<file path="config.mk">
export PLATFORM = sky130hd
export DESIGN_NAME = bppf_cell
export DESIGN_NICKNAME = d
export VERILOG_FILES = /design/src/sv/bppf_pkg.sv /design/src/sv/bppf_cell.sv
export SDC_FILE = /design/constraint.sdc
export NUM_CORES = 1
export LEC_CHECK = 0
export ABC_AREA = 1
export BUFFER_PORTS_ARGS = -buffer_cell sky130_fd_sc_hd__buf_2
export CAP_MARGIN = 30
export CORE_AREA = 2 2 217 219
export CTS_BUF_LIST = sky130_fd_sc_hd__clkbuf_16
export DETAILED_ROUTE_END_ITERATION = 10
export DIE_AREA = 0 0 219 221
export PLACE_DENSITY = 0.73
export SYNTH_ARGS = -nofsm -noshare
export SYNTH_HDL_FRONTEND = slang
export SYNTH_SLANG_ARGS = --single-unit
export TNS_END_PERCENT = 1
</file>
<file path="constraint.sdc">
create_clock -name clk -period 2.3 [get_ports clk]
set_clock_uncertainty 0.15 [all_clocks]
set_input_delay 0.46 -clock clk [delete_from_list [all_inputs] [get_ports clk]]
set_output_delay 0.46 -clock clk [all_outputs]
set_load 0.02 [all_outputs]
</file>
<file path="src/sv/bppf_pkg.sv">
// broad-phase pair filter: shared types and constants
// no dependencies
package bppf_pkg;

	localparam int unsigned IdW    = 32;
	localparam int unsigned MaskW  = 64;
	localparam int unsigned CoordW = 32;

	// register indexes on the config port
	localparam logic RegAndMask = 1'b0;
	localparam logic RegOrMask  = 1'b1;

	typedef struct packed {
		logic [IdW-1:0]           id;
		logic [MaskW-1:0]         cat;
		logic [MaskW-1:0]         col;
		logic signed [CoordW-1:0] min_x;
		logic signed [CoordW-1:0] min_y;
		logic signed [CoordW-1:0] min_z;
		logic signed [CoordW-1:0] max_x;
		logic signed [CoordW-1:0] max_y;
		logic signed [CoordW-1:0] max_z;
	} shape_t;

	// word travelling down the result chain
	typedef struct packed {
		logic           hit;
		logic [IdW-1:0] id;
	} scan_t;

	// per-cell controls from the sequencer
	typedef struct packed {
		logic load;
		logic shift;
		logic wr_en;
		logic live;
	} cell_ctl_t;

endpackage

</file>
<file path="src/sv/bppf_cell.sv">
// one storage cell: holds a shape, tests it against the probe, passes scan words on
// depends on bppf_pkg
module bppf_cell (
	input  logic                         clk,
	input  logic                         arst_n,
	input  bppf_pkg::cell_ctl_t          ctl,
	input  bppf_pkg::shape_t             probe,
	input  logic [bppf_pkg::MaskW-1:0]   and_mask,
	input  logic [bppf_pkg::MaskW-1:0]   or_mask,
	input  bppf_pkg::scan_t              scan_in,
	output bppf_pkg::scan_t              scan_out
);

	bppf_pkg::shape_t            shape_q;
	logic                        hit_q;
	logic [bppf_pkg::IdW-1:0]    id_q;
	logic [bppf_pkg::MaskW-1:0]  ab;
	logic [bppf_pkg::MaskW-1:0]  ba;
	logic                        mask_ok;
	logic                        box_ok;

	assign ab = shape_q.cat & probe.col;
	assign ba = probe.cat & shape_q.col;
	assign mask_ok = ((ab & and_mask) != '0) && ((ba & and_mask) != '0)
		&& (((ab | ba) & or_mask) != '0);
	// touching faces count as overlap
	assign box_ok = (shape_q.min_x <= probe.max_x) && (probe.min_x <= shape_q.max_x)
		&& (shape_q.min_y <= probe.max_y) && (probe.min_y <= shape_q.max_y)
		&& (shape_q.min_z <= probe.max_z) && (probe.min_z <= shape_q.max_z);

	always_ff @(posedge clk) begin
		if (ctl.wr_en) begin
			shape_q <= probe;
		end
	end

	always_ff @(posedge clk or negedge arst_n) begin
		if (!arst_n) begin
			hit_q <= 1'b0;
		end else if (ctl.load) begin
			hit_q <= ctl.live && mask_ok && box_ok;
		end else if (ctl.shift) begin
			hit_q <= scan_in.hit;
		end
	end

	always_ff @(posedge clk) begin
		if (ctl.load) begin
			id_q <= shape_q.id;
		end else if (ctl.shift) begin
			id_q <= scan_in.id;
		end
	end

	assign scan_out.hit = hit_q;
	assign scan_out.id  = id_q;

endmodule

</file>
# Word-level counts from Yosys, hierarchy flattened
# Index checks and enable logic that the tools add are counted.
dict set report totals {
  in_bits 519
  elab_cells 40
  reg_bits 385
  output_inout_bits 33
}
dict set report op_classes {
  n_reduce_logical 13
  n_lt_le_gt_ge 6
  n_bitwise 6
  n_mux 4
}
# cell count
set op_table {}
lappend op_table {{AND 64 bit} 5}
lappend op_table {{<= comparator 32 bit} 6}
lappend op_table {{nonzero test 64 bit} 3}
lappend op_table {{2-to-1 mux 32 bit} 2}
lappend op_table {{OR 64 bit} 1}
lappend op_table {{logical AND 1 bit} 9}
lappend op_table {{2-to-1 mux 1 bit} 2}
lappend op_table {{nonzero test 2 bit} 1}

# Longest topological paths before layout
dict set report logic_depth {
  depth_word 8
  depth_mapped 19
  ltp_nobuf 19
}

# Least setup slack after synthesis
# No wires, ideal clock.
dict set report synth_timing {
  path_kind {input-to-reg}
  startpoint {input ctl[3] (netlist bit)}
  endpoint {register id_q[0] (netlist bit), enable pin}
  path_buffers 1
  cell_stages 3
  path_slack_ps 182
  arrival_time_ps 1578
  required_ps 1760
  path_cell_list {clkbuf_1 > clkinv_1 > nand2_1}
}
dict set report synth_between {
  elab_chain_cells 1
}
# item line
set synth_lines {}
lappend synth_lines {{start: declaration} bppf_cell.sv:6} ;# input bppf_pkg::cell_ctl_t ctl,
lappend synth_lines {{nonzero test 2 bit (no source line)} --}
lappend synth_lines {{end signal: assignment} bppf_cell.sv:49} ;# id_q <= shape_q.id;
lappend synth_lines {{end signal: assignment} bppf_cell.sv:51} ;# id_q <= scan_in.id;
lappend synth_lines {{end: declaration} bppf_cell.sv:16} ;# logic [bppf_pkg::IdW-1:0] id_q;
# No other way between the ends.
# A chain may end at the register's enable or synchronous reset.

# Worst setup path in the final report
dict set report layout_timing {
  startpoint {input probe[21] (netlist bit)}
  endpoint {register hit_q}
}
dict set report layout_between {
  elab_chain_cells 5
}
# item line
set layout_lines {}
lappend layout_lines {{start: declaration} bppf_cell.sv:7} ;# input bppf_pkg::shape_t probe,
lappend layout_lines {{<= comparator 32 bit} bppf_cell.sv:29} ;# && (shape_q.min_z <= probe.max_z) && (probe.min_z <= shape_q.max_z);
lappend layout_lines {{logical AND 1 bit (2 in series)} bppf_cell.sv:29}
lappend layout_lines {{logical AND 1 bit} bppf_cell.sv:41} ;# hit_q <= ctl.live && mask_ok && box_ok;
lappend layout_lines {{2-to-1 mux 1 bit} bppf_cell.sv:40} ;# end else if (ctl.load) begin
lappend layout_lines {{end signal: assignment} bppf_cell.sv:41}
lappend layout_lines {{end signal: assignment} bppf_cell.sv:43} ;# hit_q <= scan_in.hit;
lappend layout_lines {{end: declaration} bppf_cell.sv:15} ;# logic hit_q;
# No other way between the ends.

==> flow_summary.toml <==
[run_status]
status = "finished with violations"
failed_checks = "setup timing"

[routing]
drt_wl_total_mm = 72.33
drc_errors = 0
first_pass_iters = 6
wl_per_cell_um = 20.89
num_vias = 18420
drt_iter0_markers = 1708
vias_per_cell = 5.318
postRouteAntennaNets = 0

[logic_synthesis]
yosysMostFrequentCell = "nand2_1"
synthCells = 1844
ys_ff_latch = 385
ys.flop_type = "edfxtp_1"
async_reset_ff_share_pct = 0.2597
synth_top_cell_by_area = "edfxtp_1"
synth_cell_types = 30
yosysWarnings = 0
avgSynthCellArea_um2 = 10.51
seq_area_frac_synth_pct = 59.65
synth.cell_area_mm2 = 0.01937
synth_top_cell_area_share_pct = 59.52
synth_edf_count = 384
syn_nets = 2555
netlist_top_cells_count = "nand2_1, edfxtp_1, inv_1"
synth_area_leaders = "edfxtp_1, ha_1, nand2_1"

[power]
p_clk_share_pct = 36.0
seq_power_share_pct = 45.1
pwr-share-comb_pct = 18.9
total_power_w = 0.01912
power_density_mw_per_mm2 = 649.0
ir_drop_v = 0.0005790
power_switching_w = 0.005186
p_sw_share_pct = 27.12
p_leak_nw = 13.56
internal_power_w = 0.01394

[grt]
grt_overflow = 0
grt_pass1_wl_mm = 102.1
grt_max_degree = 53
antenna_found_initial = 38
grt_pass1_vias = 18830
grt_util_all_layers_pct = 27.32

[worst_setup_path]
cp-end-kind = "register"
crit_type = "in2reg"
critPathMaxFanout = 2
critPathLaunchType = "primary input"
cp.arrival_ns = 2.70
r2r_slack_ns = 0.09
crit_required_ns = 2.65

[clocking]
clock_path_buffers = 3
cts_buffers = 44
clk_pin_slew_worst_paths_ns = 0.06
cts-root-buf = "clkbuf_16"
cts_max_level = 2
clock_sink_count = 385
cts_tree = "yes"
insertion_delay_ns = 0.57

[placement]
gp_congestion = 0.9678
place_ws_ns = -0.2441
port_buffers = 551
placedCellCount = 3024
dp_hpwl_mm = 47.91
placed_cell_area_mm2 = 0.02319

[layout]
finalNetCount = 3504
layout-drive-gt1-share_pct = 28.92
post-route-cell-area_mm2 = 0.02946
area_growth_pct = 52.08
stdcell_count = 3463

[timing]
finalSetupViolations = 1
period_share_pct = 102.4
min_period_ns = 2.356
timing.final.ws_setup_ns = -0.05591
clock.fmax_mhz = 424.5
slew-limit-headroom_pct = 71.24
drv_slew = 0
hold_viol = 0
max_slew.worst_pin.slew_ns = 0.4268

[floorplan]
die_area_mm2 = 0.04840
die_w_um = 219
start_util_pct = 42.06
die-height_um = 221
core-area_mm2 = 0.04606
ioPinCount = 552
num_rows = 79

[hold_path]
hp-class = "in2reg"

[flow_run]
drv_cap = 0
[sequential cells by signal, summed over array words and instances, names as in the netlist]
signal	cells
shape_q	352
id_q	32
hit_q	1
[final timing paths]
| check | startpoint | to | depth (start not counted) |
|---|---|---|---|
| max | probe[21] | hit_q | 14 |
| min | scan_in[15] | id_q[15] | 3 |
| max reg2reg | shape_q[87] | hit_q | 14 |
| min reg2reg | shape_q[343] | id_q[23] | 2 |
| max in group asynchronous | arst_n | hit_q | 2 |
| min in group asynchronous | arst_n | hit_q | 2 |
[power by group through the flow]
stage | clock network, W | logic (W) | registers, W
finish | 0.00688 | 0.00361 | 0.00863
detailed placement | 0 | 0.00251 | 0.00872
floorplan | 0 | 0.00117 | 0.00873
CTS | 0.00696 | 0.00305 | 0.00858
global placement | 0 | 0.00241 | 0.00869
global route | 0.00721 | 0.00393 | 0.00867
[cells by family after synthesis]
logic type,after synthesis,share of synthesized area [%]
AOI/OAI and AO/OA,143,4.269
and+or+nand+nor,869,18.72
adders and majority gates,192,12.40
buffers and inverters,255,4.960
DFF,385,59.65
[layout by cell type, fill, tap and decap left out, types with 3 or more instances in the layout]
| cell type | n |
|---|---|
| a21o_1 | 4 |
| nand2_2 | 50 |
| clkbuf_16 | 45 |
| a21oi_2 | 28 |
| nand4_1 | 46 |
| inv_6 | 3 |
| nor2_1 | 57 |
| nor3_1 | 7 |
| ha_4 | 59 |
| ha_1 | 133 |
| buf_4 | 30 |
| dlymetal6s4s_1 | 25 |
| o21ai_1 | 6 |
| buf_12 | 8 |
| a21boi_0 | 3 |
| nor2_4 | 11 |
| bufinv_16 | 3 |
| clkinv_2 | 7 |
| inv_1 | 232 |
| edfxtp_1 | 384 |
| inv_2 | 18 |
| nand3_2 | 6 |
| a21oi_1 | 55 |
| dlygate4sd3_1 | 345 |
| diode_2 | 31 |
| nand2_1 | 512 |
| nand3_1 | 143 |
| nor3_2 | 6 |
| buf_2 | 501 |
| o21ai_0 | 9 |
| o21a_1 | 12 |
| nor2_2 | 24 |
| clkinv_1 | 14 |
| a21boi_1 | 17 |
[what timing repair did]
action                                  in CTS  in global routing
pin swaps                                    0                104
endpoints found under the setup margin       1                  1
hold buffers                               370                  0
endpoints found under the hold margin      370                  0
resized for setup                            1                244
setup buffers                                0                  8
[per-layer routing]
metal	up-vias	GRT usage, %	wire length [um]
met3	366	7.065	6125
met1	8675	31.55	26470
met5	-	0	101
met4	16	14.28	4609
met2	1081	46.46	35030
li1	8278	-	-
[final cells by class]
type / instances / area, um2
Antenna cell: 31 / 77.57
Clock buffer: 45 / 1126
Clock inverter: 33 / 239.0
Fill cell: 3342 / 16600
Inverter: 247 / 927.1
Multi-Input combinational cell: 1204 / 8093
Sequential cell: 385 / 11560
Tap cell: 607 / 759.5
Timing Repair Buffer: 911 / 6685
[through the flow]
stage	utilization (%)	TNS, ns	hold WS, ns
5_1_grt	63.94	-0.1546	0.01646
4_1_cts	61.36	0	0.0002584
2_1_floorplan	-	0	0.01441
3_5_place_dp	50.35	-0.2441	0.1143
3_3_place_gp	50.35	-0.2251	0.1152
6_report	63.96	-0.05591	0.03709
[critical path, stage by stage]
cell           delay, ns
dlygate4sd3_1       0.53
buf_2               0.14
inv_1               0.07
ha_1                0.35
a21oi_2             0.18
o21a_1              0.14
nand2_1             0.08
a21oi_2             0.17
nand3_1             0.11
nand3_2             0.10
nand2_2             0.07
nor2_4              0.12
nand2_2             0.06
a21oi_2             0.12
(Power assumes the default switching activity.)
